**src/rtl/core/lpht_pkg.sv**
```systemverilog
// Shared constants, codes and types of the linear-probing hash table core.
package lpht_pkg;

    // Table geometry; SLOTS must be a power of two so the home slot is a bit slice.
    localparam int SLOTS      = 64;
    localparam int IDX_W      = $clog2(SLOTS);
    localparam int CNT_W      = IDX_W + 1;
    localparam int KEY_BITS   = 32;
    localparam int VALUE_BITS = 32;
    localparam int HASH_BITS  = 32;
    localparam int OCC_W      = 7;

    // Stream beat widths, padded up to whole bytes.
    localparam int IN_FIELDS_W  = 2 + KEY_BITS + HASH_BITS + VALUE_BITS;
    localparam int IN_W         = ((IN_FIELDS_W + 7) / 8) * 8;
    localparam int OUT_FIELDS_W = 2 + KEY_BITS + VALUE_BITS + OCC_W;
    localparam int OUT_W        = ((OUT_FIELDS_W + 7) / 8) * 8;
    localparam int OUT_PAD_W    = OUT_W - OUT_FIELDS_W;

    // Request opcodes.
    typedef logic [1:0] op_t;
    localparam op_t OP_PUT = 2'd0;
    localparam op_t OP_GET = 2'd1;
    localparam op_t OP_DEL = 2'd2;

    // Slot states.
    typedef logic [1:0] slot_state_t;
    localparam slot_state_t SLOT_EMPTY = 2'd0;
    localparam slot_state_t SLOT_USED  = 2'd1;
    localparam slot_state_t SLOT_TOMB  = 2'd2;

    // Result status codes.
    typedef logic [1:0] status_t;
    localparam status_t ST_DONE = 2'd0;
    localparam status_t ST_MISS = 2'd1;
    localparam status_t ST_FULL = 2'd2;

    // One table entry as held in the slot memory.
    typedef struct packed {
        slot_state_t             state;
        logic [KEY_BITS-1:0]     key;
        logic [VALUE_BITS-1:0]   value;
    } slot_t;

    // Memory access from the probe controller.
    typedef struct packed {
        logic             rd_en;
        logic [IDX_W-1:0] rd_addr;
        logic             wr_en;
        logic [IDX_W-1:0] wr_addr;
        slot_t            wr_data;
    } ram_req_t;

    // A decoded request beat.
    typedef struct packed {
        op_t                   op;
        logic [KEY_BITS-1:0]   key;
        logic [VALUE_BITS-1:0] value;
        logic [IDX_W-1:0]      idx;
    } request_t;

    // One result beat.
    typedef struct packed {
        status_t               status;
        logic [KEY_BITS-1:0]   found_key;
        logic [VALUE_BITS-1:0] found_value;
        logic [OCC_W-1:0]      occupancy;
    } result_t;

endpackage

```
**src/rtl/core/linear_probe_hash_table_core.sv**
```systemverilog
// Top level of the linear-probing hash table: stream ports, slot memory and output register.
//
//  Channel  Direction  Beat contents (lowest bits first)
//  s_       in         op[1:0], key[31:0], key_hash[31:0], value[31:0], zero pad
//  m_       out        status[1:0], found_key[31:0], found_value[31:0], occupancy[6:0], zero pad
//
// After acceptance a request probes P slots (1 to 64) before its result is loaded; the probe
// loop reads one slot per cycle from the slot memory. A request with an unused opcode skips
// the probe and goes straight to its result. A new request is accepted the cycle after the
// previous result moves into the output register, even while that result waits.
// Reset clears the slot valid flags; no clearing pass is needed.
// m_tvalid holds with stable data until m_tready; a stalled output stalls the next result.
module linear_probe_hash_table_core
    import lpht_pkg::*;
(
    input  logic             aclk,
    input  logic             aresetn,
    input  logic             s_tvalid,
    output logic             s_tready,
    input  logic [IN_W-1:0]  s_tdata,   // op, key, key_hash, value
    output logic             m_tvalid,
    input  logic             m_tready,
    output logic [OUT_W-1:0] m_tdata    // status, found_key, found_value, occupancy
);

    request_t   in_req;
    ram_req_t   ram_req;
    slot_t      rd_slot;
    logic       res_valid;
    logic       res_ready;
    result_t    res;
    logic             m_tvalid_reg;
    logic [OUT_W-1:0] m_tdata_reg;

    // Unpack the input beat; the home slot is the hash modulo the slot count.
    always_comb begin
        in_req.op    = s_tdata[1:0];
        in_req.key   = s_tdata[2 +: KEY_BITS];
        in_req.idx   = s_tdata[2 + KEY_BITS +: IDX_W];
        in_req.value = s_tdata[2 + KEY_BITS + HASH_BITS +: VALUE_BITS];
    end

    lpht_probe_ctrl u_ctrl (
        .aclk      (aclk),
        .aresetn   (aresetn),
        .in_valid  (s_tvalid),
        .in_ready  (s_tready),
        .in_req    (in_req),
        .ram_req   (ram_req),
        .rd_slot   (rd_slot),
        .res_valid (res_valid),
        .res_ready (res_ready),
        .res       (res)
    );

    lpht_slot_ram u_ram (
        .aclk    (aclk),
        .aresetn (aresetn),
        .req     (ram_req),
        .rd_slot (rd_slot)
    );

    // Output register decouples the result from the downstream stall.
    assign res_ready = !m_tvalid_reg || m_tready;

    always_ff @(posedge aclk) begin
        if (!aresetn) begin
            m_tvalid_reg <= 1'b0;
        end else if (res_valid && res_ready) begin
            m_tvalid_reg <= 1'b1;
        end else if (m_tready) begin
            m_tvalid_reg <= 1'b0;
        end
    end

    always_ff @(posedge aclk) begin
        if (res_valid && res_ready) begin
            m_tdata_reg <= {{OUT_PAD_W{1'b0}}, res.occupancy, res.found_value,
                            res.found_key, res.status};
        end
    end

    assign m_tvalid = m_tvalid_reg;
    assign m_tdata  = m_tdata_reg;

endmodule

```
**src/rtl/core/lpht_slot_ram.sv**
```systemverilog
// Slot memory with one write and one registered read port, plus per-slot valid flags.
module lpht_slot_ram
    import lpht_pkg::*;
(
    input  logic     aclk,
    input  logic     aresetn,
    input  ram_req_t req,
    output slot_t    rd_slot
);

    slot_t             mem [SLOTS];
    logic [SLOTS-1:0]  vld_reg;
    slot_t             rd_data_reg;
    logic              rd_vld_reg;

    // Valid flags make every slot read as empty right after reset.
    always_ff @(posedge aclk) begin
        if (!aresetn) begin
            vld_reg    <= '0;
            rd_vld_reg <= 1'b0;
        end else begin
            if (req.wr_en) begin
                vld_reg[req.wr_addr] <= 1'b1;
            end
            if (req.rd_en) begin
                rd_vld_reg <= vld_reg[req.rd_addr];
            end
        end
    end

    // Entry storage; a read returns the data held before a same-cycle write.
    always_ff @(posedge aclk) begin
        if (req.wr_en) begin
            mem[req.wr_addr] <= req.wr_data;
        end
        if (req.rd_en) begin
            rd_data_reg <= mem[req.rd_addr];
        end
    end

    // A slot never written reports the empty state.
    always_comb begin
        rd_slot = rd_data_reg;
        if (!rd_vld_reg) begin
            rd_slot.state = SLOT_EMPTY;
        end
    end

endmodule

```
**src/rtl/core/lpht_probe_ctrl.sv**
```systemverilog
// Probe sequencer: walks the slots one per cycle and decides put, get and delete.
module lpht_probe_ctrl
    import lpht_pkg::*;
(
    input  logic     aclk,
    input  logic     aresetn,
    input  logic     in_valid,
    output logic     in_ready,
    input  request_t in_req,
    output ram_req_t ram_req,
    input  slot_t    rd_slot,
    output logic     res_valid,
    input  logic     res_ready,
    output result_t  res
);

    typedef enum logic [3:0] {
        S_IDLE   = 4'b0001,
        S_ISSUE  = 4'b0010,
        S_CHECK  = 4'b0100,
        S_RESULT = 4'b1000
    } state_t;

    state_t           state_reg, state_next;
    request_t         req_reg, req_next;
    logic [CNT_W-1:0] cnt_reg, cnt_next;
    logic             have_tomb_reg, have_tomb_next;
    logic [IDX_W-1:0] tomb_reg, tomb_next;
    logic [OCC_W-1:0] live_reg, live_next;
    result_t          res_reg, res_next;

    logic             is_empty;
    logic             is_tomb;
    logic             key_hit;
    logic             last_probe;
    logic [IDX_W-1:0] put_target;
    logic [IDX_W-1:0] idx_inc;

    // Classification of the slot that came back from memory.
    always_comb begin
        is_empty   = (rd_slot.state == SLOT_EMPTY);
        is_tomb    = (rd_slot.state == SLOT_TOMB);
        key_hit    = (rd_slot.state == SLOT_USED) && (rd_slot.key == req_reg.key);
        last_probe = (cnt_reg == CNT_W'(SLOTS - 1));
        put_target = have_tomb_reg ? tomb_reg : req_reg.idx;
        idx_inc    = req_reg.idx + IDX_W'(1);
    end

    // Next-state and datapath decisions.
    always_comb begin
        state_next     = state_reg;
        req_next       = req_reg;
        cnt_next       = cnt_reg;
        have_tomb_next = have_tomb_reg;
        tomb_next      = tomb_reg;
        live_next      = live_reg;
        res_next       = res_reg;
        ram_req        = '0;
        in_ready       = 1'b0;
        res_valid      = 1'b0;

        unique case (state_reg)
            S_IDLE: begin
                in_ready = 1'b1;
                if (in_valid) begin
                    req_next       = in_req;
                    cnt_next       = '0;
                    have_tomb_next = 1'b0;
                    res_next       = '{status: ST_MISS, found_key: '0,
                                       found_value: '0, occupancy: live_reg};
                    unique case (in_req.op)
                        OP_PUT, OP_GET, OP_DEL: state_next = S_ISSUE;
                        default:                state_next = S_RESULT;
                    endcase
                end
            end

            S_ISSUE: begin
                ram_req.rd_en   = 1'b1;
                ram_req.rd_addr = req_reg.idx;
                state_next      = S_CHECK;
            end

            S_CHECK: begin
                // Read the next slot ahead so a continuing probe finds it ready without another issue state.
                ram_req.rd_en   = 1'b1;
                ram_req.rd_addr = idx_inc;
                state_next      = S_RESULT;
                if (req_reg.op == OP_PUT) begin
                    priority if (is_empty || (last_probe && !key_hit &&
                                              (have_tomb_reg || is_tomb))) begin
                        ram_req.wr_en   = 1'b1;
                        ram_req.wr_addr = put_target;
                        ram_req.wr_data = '{state: SLOT_USED, key: req_reg.key,
                                            value: req_reg.value};
                        live_next       = live_reg + OCC_W'(1);
                        res_next.status = ST_DONE;
                    end else if (key_hit) begin
                        res_next.status = ST_MISS;
                    end else if (last_probe) begin
                        res_next.status = ST_FULL;
                    end else begin
                        state_next = S_CHECK;
                        if (is_tomb && !have_tomb_reg) begin
                            have_tomb_next = 1'b1;
                            tomb_next      = req_reg.idx;
                        end
                    end
                end else begin
                    priority if (is_empty) begin
                        res_next.status = ST_MISS;
                    end else if (key_hit) begin
                        res_next.status      = ST_DONE;
                        res_next.found_key   = rd_slot.key;
                        res_next.found_value = rd_slot.value;
                        if (req_reg.op == OP_DEL) begin
                            ram_req.wr_en   = 1'b1;
                            ram_req.wr_addr = req_reg.idx;
                            ram_req.wr_data = '{state: SLOT_TOMB, key: rd_slot.key,
                                                value: rd_slot.value};
                            if (live_reg != '0) begin
                                live_next = live_reg - OCC_W'(1);
                            end
                        end
                    end else if (last_probe) begin
                        res_next.status = ST_MISS;
                    end else begin
                        state_next = S_CHECK;
                    end
                end
                // Advance the probe when it keeps going.
                if (state_next == S_CHECK) begin
                    req_next.idx = idx_inc;
                    cnt_next     = cnt_reg + CNT_W'(1);
                end
                res_next.occupancy = live_next;
            end

            S_RESULT: begin
                res_valid = 1'b1;
                if (res_ready) begin
                    state_next = S_IDLE;
                end
            end

            default: begin
                state_next = S_IDLE;
            end
        endcase
    end

    // Control registers.
    always_ff @(posedge aclk) begin
        if (!aresetn) begin
            state_reg     <= S_IDLE;
            live_reg      <= '0;
            have_tomb_reg <= 1'b0;
            cnt_reg       <= '0;
        end else begin
            state_reg     <= state_next;
            live_reg      <= live_next;
            have_tomb_reg <= have_tomb_next;
            cnt_reg       <= cnt_next;
        end
    end

    // Payload registers.
    always_ff @(posedge aclk) begin
        req_reg  <= req_next;
        tomb_reg <= tomb_next;
        res_reg  <= res_next;
    end

    assign res = res_reg;

endmodule
```
**config.mk**
```make
export PLATFORM = sky130hd
export DESIGN_NAME = linear_probe_hash_table_core
export DESIGN_NICKNAME = d
export VERILOG_FILES = /design/src/rtl/core/lpht_pkg.sv /design/src/rtl/core/linear_probe_hash_table_core.sv /design/src/rtl/core/lpht_slot_ram.sv /design/src/rtl/core/lpht_probe_ctrl.sv
export SDC_FILE = /design/constraint.sdc
export NUM_CORES = 2
export LEC_CHECK = 0
export BUFFER_PORTS_ARGS = -buffer_cell sky130_fd_sc_hd__buf_2
export CELL_PAD_IN_SITES_DETAIL_PLACEMENT = 1
export CELL_PAD_IN_SITES_GLOBAL_PLACEMENT = 2
export CORE_MARGIN = 2
export CORE_UTILIZATION = 45
export CTS_BUF_LIST = sky130_fd_sc_hd__clkbuf_8 sky130_fd_sc_hd__clkbuf_16
export DETAILED_ROUTE_END_ITERATION = 8
export HOLD_SLACK_MARGIN = 0.03
export PLACE_DENSITY_LB_ADDON = 0.1
export REMOVE_ABC_BUFFERS = 1
export SYNTH_ARGS = -nofsm -noshare
export SYNTH_HDL_FRONTEND = slang
export SYNTH_MEMORY_MAX_BITS = 65536
export SYNTH_SLANG_ARGS = --single-unit
```
**constraint.sdc**
```tcl
create_clock -name aclk -period 10.1 [get_ports aclk]
set_input_delay 0.505 -clock aclk [delete_from_list [all_inputs] [get_ports aclk]]
set_output_delay 0.505 -clock aclk [all_outputs]
set_load 0.03 [all_outputs]
```
### Word-level counts from Yosys, hierarchy flattened

Memory sizes are Yosys's and may differ from the RTL's. A register that Yosys moved wholly into a read port is not among the register bits.
Cells that the tools add are included.
Widths: inputs -> output; s select.

* add/sub/neg operators: 4
* order comparisons: 3
* equality and inequality tests: 25
* multiplexer cells: 60
* bitwise logic cells: 4
* reduce and logical (&&, ||, !) cells: 27

Operator list (count)
* $mux 73: 7
* $mux 64: 3
* $pmux 73 s2: 1
* $or 64x64->64: 1
* $mux 7: 8
* $mux 4: 9
* $eq 32x32->1: 1
* $pmux 7 s2: 2
* $mux 6: 3
* $mux 2: 8
* $pmux 4 s4: 1
* $add 7x1->7 const B: 2
* $lt 6x7->1 const B: 2
* $mux 1: 14
* $ne 2x2->1 const B: 7
* $pmux 6 s2: 1
* $eq 4x3->1 const B: 2
* $ne 2x1->1 const B: 4
* $eq 7x6->1 const B: 1
* $reduce_and 7->1: 1
* $reduce_bool 7->1: 1
* $sub 7x1->7 const B: 1
* $add 6x1->6 const B: 1
* $bmux 1 s6: 1
* 22 further kinds: 41

* register bits after elaboration: 309
* bits in writable memories: 4224
* bits of input ports: 108
* logic and storage cells: 141
* memories kept: 1

Memory list
* u_ram.mem: depth 64, bits a word 66, rd ports 1, clocked after Yosys merged registers in 1, write ports 1, line lpht_slot_ram.sv:11 `slot_t mem [SLOTS];`

### Logic depth before layout (Yosys ltp)

* word-level depth: 15
* mapped depth: 13
* gate-level depth less buffers: 9

### Cells and area by module

Synthesis repeated with hierarchy kept, for this count alone.

* cells, all modules: 7172
* area total of the unflattened synthesis: 174616.2 µm²

By module, submodules not included
* lpht_slot_ram: instances 1, cells each 6501, area an instance 164594.1 µm², seq. area each 130124.8 µm²
* lpht_probe_ctrl: instances 1, cells each 585, area an instance 7716.2 µm², seq. area each 4914.7 µm²
* linear_probe_hash_table_core: instances 1, cells each 86, area an instance 2306.0 µm², seq. area each 2212.1 µm²

### Least setup slack after synthesis

Ideal clock, no wire load.

* kind: register to register
* start: reg u_ctrl.req_reg[50] in the netlist's numbering
* end: mem u_ram.mem[5][0] in the netlist's numbering, enable pin
* arrival time: 8549 ps
* data required time: 9444 ps
* path slack: 895 ps
* stages on the path, launching flop included: 10
* buffers on the path: 2
* period minus slack after synthesis: 9205 ps
* cells stage by stage: edfxtp_1 xor2_1 nor4_1 nand4_1 o31ai_1 buf_2 or3_1 a21oi_1 buf_2 nor4_1

* word-level cells in the longest chain between the ends: 11
* elaborated cells on any way between the ends: 13
* classes of those cells: 1 x eq/ne; 7 x mux; 5 x reduce/logical

Ends and longest elaborated chain
* from (decl): line lpht_probe_ctrl.sv:25 `request_t req_reg, req_next;`
* from (signal assigned): line lpht_probe_ctrl.sv:169 `req_reg <= req_next;`
* $eq 32x32->1 *: line lpht_probe_ctrl.sv:43 `key_hit = (rd_slot.state == SLOT_USED) && (rd_slot.key == req_reg.key);`
* $logic_and 1x1->1 *: line lpht_probe_ctrl.sv:43
* $logic_not 1->1: line lpht_probe_ctrl.sv:90 `priority if (is_empty || (last_probe && !key_hit &&`
* $logic_and 1x1->1 (2 in series): line lpht_probe_ctrl.sv:90
* $logic_or 1x1->1: line lpht_probe_ctrl.sv:90
* $mux 73: line lpht_probe_ctrl.sv:90
* $mux 73 *: line lpht_probe_ctrl.sv:89 `if (req_reg.op == OP_PUT) begin`
* $mux 73 *: line lpht_probe_ctrl.sv:62 `unique case (state_reg)`
* $mux 1: line lpht_slot_ram.sv:33 `if (req.wr_en) begin`
* $mux 1 (not written as such): line lpht_slot_ram.sv:34 `mem[req.wr_addr] <= req.wr_data;`
* to (decl): line lpht_slot_ram.sv:11

Mark *: on every way between the ends. The rest lies on a longest branch, timed or not.

### Worst setup path after layout

* start: reg u_ctrl.req_reg[65] in the netlist's numbering
* end: mem u_ram.mem[39][21] in the netlist's numbering, enable pin

The elaborated chain is that of the path after synthesis.

==> impl_metrics.ini <==
[outcome]
status = finished clean

[worst_setup_path]
reg2regPathDepth = 10
path_class = flip-flop to flip-flop
rrSetupSlack_ns = 3.23
timing.rr.start = u_ctrl.req_reg[65]
endpoint = u_ram.mem[39][21]
worstSetupStartpointType = flip-flop
arrival_ns = 7.52
end_kind = flip-flop
worstReg2RegEnd = u_ram.mem[39][21]
cp_max_fo = 39
critPathLaunch = u_ctrl.req_reg[65]
crit_required_ns = 10.75

[die]
die_area_um2 = 409400
io_pins = 190
core-area_um2 = 402600
die_y_um = 639.8
initial_core_util_pct = 45.19
num_rows = 233
die_x_um = 639.8

[routing]
dr.first_iter.drc_count = 12889
wire_per_inst_um = 32.42
vias = 120250
post-route-drc-count = 0
firstDrtPassIters = 6
detail-route-antenna-nets = 0
routed_wl_um = 637000
vias_per_cell = 6.120

[yosys]
yosysSeqAreaShare_pct = 75.45
ys_ff_latch = 4599
syn-cell-area_um2 = 181900
synth_edf_count = 4514
synth_flop_cell = edfxtp_1
syn_area_per_cell_um2 = 13.37
syn_inst = 13606
ys_warn_count = 0
async_flop_share_pct = 0
yosysUniqueCellTypes = 66

[sta]
fmax_mhz = 145.5
postLayoutSetupSlackWorst_ns = 3.225
slew_headroom_pct = 10.16
skew_ns = 0.04879
tightest_slew_ns = 1.348
tns_ns = 0
min_period_ns = 6.875
setup_viol = 0
post-route-period-util_pct = 68.07
hold_violations = 0
whs_ns = 0.1752
slew_viol_final = 0
grt_setup_unrepaired = no

[clock_tree]
cts.path.max_buffers = 4
path_clk_slew_ns = 0.06
cts_buffers = 520
worstSkewPairLatency_ns = 1.06
htree_levels = 6
tritoncts = done
clock_sinks = 4599
clockRootBuffer = clkbuf_16

[layout]
syn_to_final_growth_pct = 13.60
layout.nets = 13868
mostFrequentLayoutCell = edfxtp_1
regArea_um2 = 137300
largest_register_ffs = 4224
final_core_util_pct = 51.33
fillers = 39412
multi_input_area_um2 = 41260
layout_common_cells = 4514 x edfxtp_1, 3964 x nand2_1, 1891 x nand3_1, 536 x a311oi_1, 531 x clkbuf_16
final_layout_size_suffix_gt1_share_pct = 9.748

[power_and_ir_drop]
intPower_mw = 30.98
p_sw_share_pct = 21.37
ir_worst_vdd_v = 0.0001740
finalPower_mw = 39.40
power.leakage_nw = 74.71
switching_power_mw = 8.418
p_clk_share_pct = 45.2
seqPwrFrac_pct = 52.7
power_frac_comb_pct = 2.1
power_density_nw_per_um2 = 190.6

[placed_design]
port_buffers = 150
gp_congestion = 0.8234
dpl.hpwl_um = 340600
place_ws_ns = 3.379

[min_path]
worstHoldPathType = primary input to flip-flop

[grt]
grt_max_degree = 164
grt_util_all_layers_pct = 30.56
busiest_layer = met2
grt_overflow_total = 0
grt_pass1_wl_um = 899600
grt_pass1_vias = 122898
met2_usage_pct = 50.60
antenna_found_initial = 45
gr-usage-met1_pct = 40.80
globalRouteMet3Util_pct = 3.638

[flow_run]
drv_cap = 0
==> stage by stage <==
step,cells,area [um2]
detailed placement,18563,189800
finish,19650,206700
floorplan,12631,178100
CTS,19551,206400
global placement,18563,189800
global route,19640,206600
==> power groups by stage <==
stage               clock network [mW]  logic [mW]  registers (mW)
floorplan                            0       0.921            21.2
global placement                     0       0.777            21.2
detailed placement                   0       0.784            21.2
CTS                               18.0       0.810            20.8
global route                      18.7       0.846            20.8
finish                            17.8       0.813            20.8
==> layout make-up <==
| class | instances | area share (%) |
|---|---|---|
| Antenna cell | 99 | 0.1199 |
| Clock inverter | 380 | 1.219 |
| Tap cell | 5405 | 3.272 |
| Timing Repair Buffer | 602 | 2.423 |
| Sequential cell | 4599 | 66.42 |
| Inverter | 77 | 0.1423 |
| Multi-Input combinational cell | 7955 | 19.96 |
| Clock buffer | 533 | 6.443 |
==> critical path, cell delays in order, from the launching register on <==
cell and delay [ns]:
edfxtp_1 0.40, xor2_1 0.30, nor4_1 0.67, nand4_1 0.61
o31ai_2 0.91, nor3_1 0.15, nor3_1 0.79, nand3_1 0.86
nor2_4 0.30, buf_4 0.59, buf_4 0.83
==> logic make-up after synthesis <==
family	after synthesis	synth area share (%)
and+or+nand+nor	6395	15.15
other	1	0.002061
buffers and inverters	1058	2.255
AOI/OAI and AO/OA	1301	5.783
DFF	4599	75.45
xor gates and xnor gates	45	0.2167
adders and majority gates	5	0.03439
muxes	202	1.111
==> worst min-delay path by stage <==
stage                              start                 end  depth (start not counted)
final                        s_tdata[80]  u_ctrl.req_reg[20]                          2
after global routing         s_tdata[80]  u_ctrl.req_reg[20]                          2
after CTS                    s_tdata[88]  u_ctrl.req_reg[28]                          2
after detailed placement  u_ctrl.res[13]         m_tdata[40]                          0
after global placement    u_ctrl.res[18]         m_tdata[45]                          0
after floorplan           u_ctrl.res[71]          m_tdata[0]                          0
==> cells in the mapped netlist, drive strengths merged, types with 5 or more instances <==
cell    count  area share [%]
and3      341             1.2
nand3    1891             5.2
a221o      66            0.36
xnor2      12           0.058
or3         6           0.021
nor2       84            0.17
dfxtp      85            0.94
nand2    3968             8.2
nor2b       9           0.031
a21oi      25           0.069
or4         6           0.025
or2         8           0.028
o31ai      10           0.047
mux2i     202             1.1
nand3b      6           0.025
xor2       33            0.16
ha          5           0.034
o21a       22           0.091
o32ai      67            0.32
a311oi    537             2.6
nor3       19           0.052
a21o        5           0.021
and2       11           0.038
o21ai      58            0.16
inv        77            0.16
nand4       8           0.031
buf       196            0.48
a31o       68            0.33
a32o        5           0.028
a211oi    208            0.86
nor4       14           0.048
a31oi     138            0.47
edfxtp   4514              75
a22o       65            0.31
clkbuf    785             1.6
==> layer usage <==
layer,wire [um],vias up
met2,306900,4643
met5,24,-
met3,40240,1047
met4,28460,4
met1,261400,63447
li1,-,51109
==> what timing repair did <==
item | 4_1_cts | 5_1_grt
setup buffers | 0 | 0
endpoints found under the hold margin | 77 | 0
hold buffers | 75 | 0
resized for setup | 0 | 0
(Power assumes the default switching activity.)
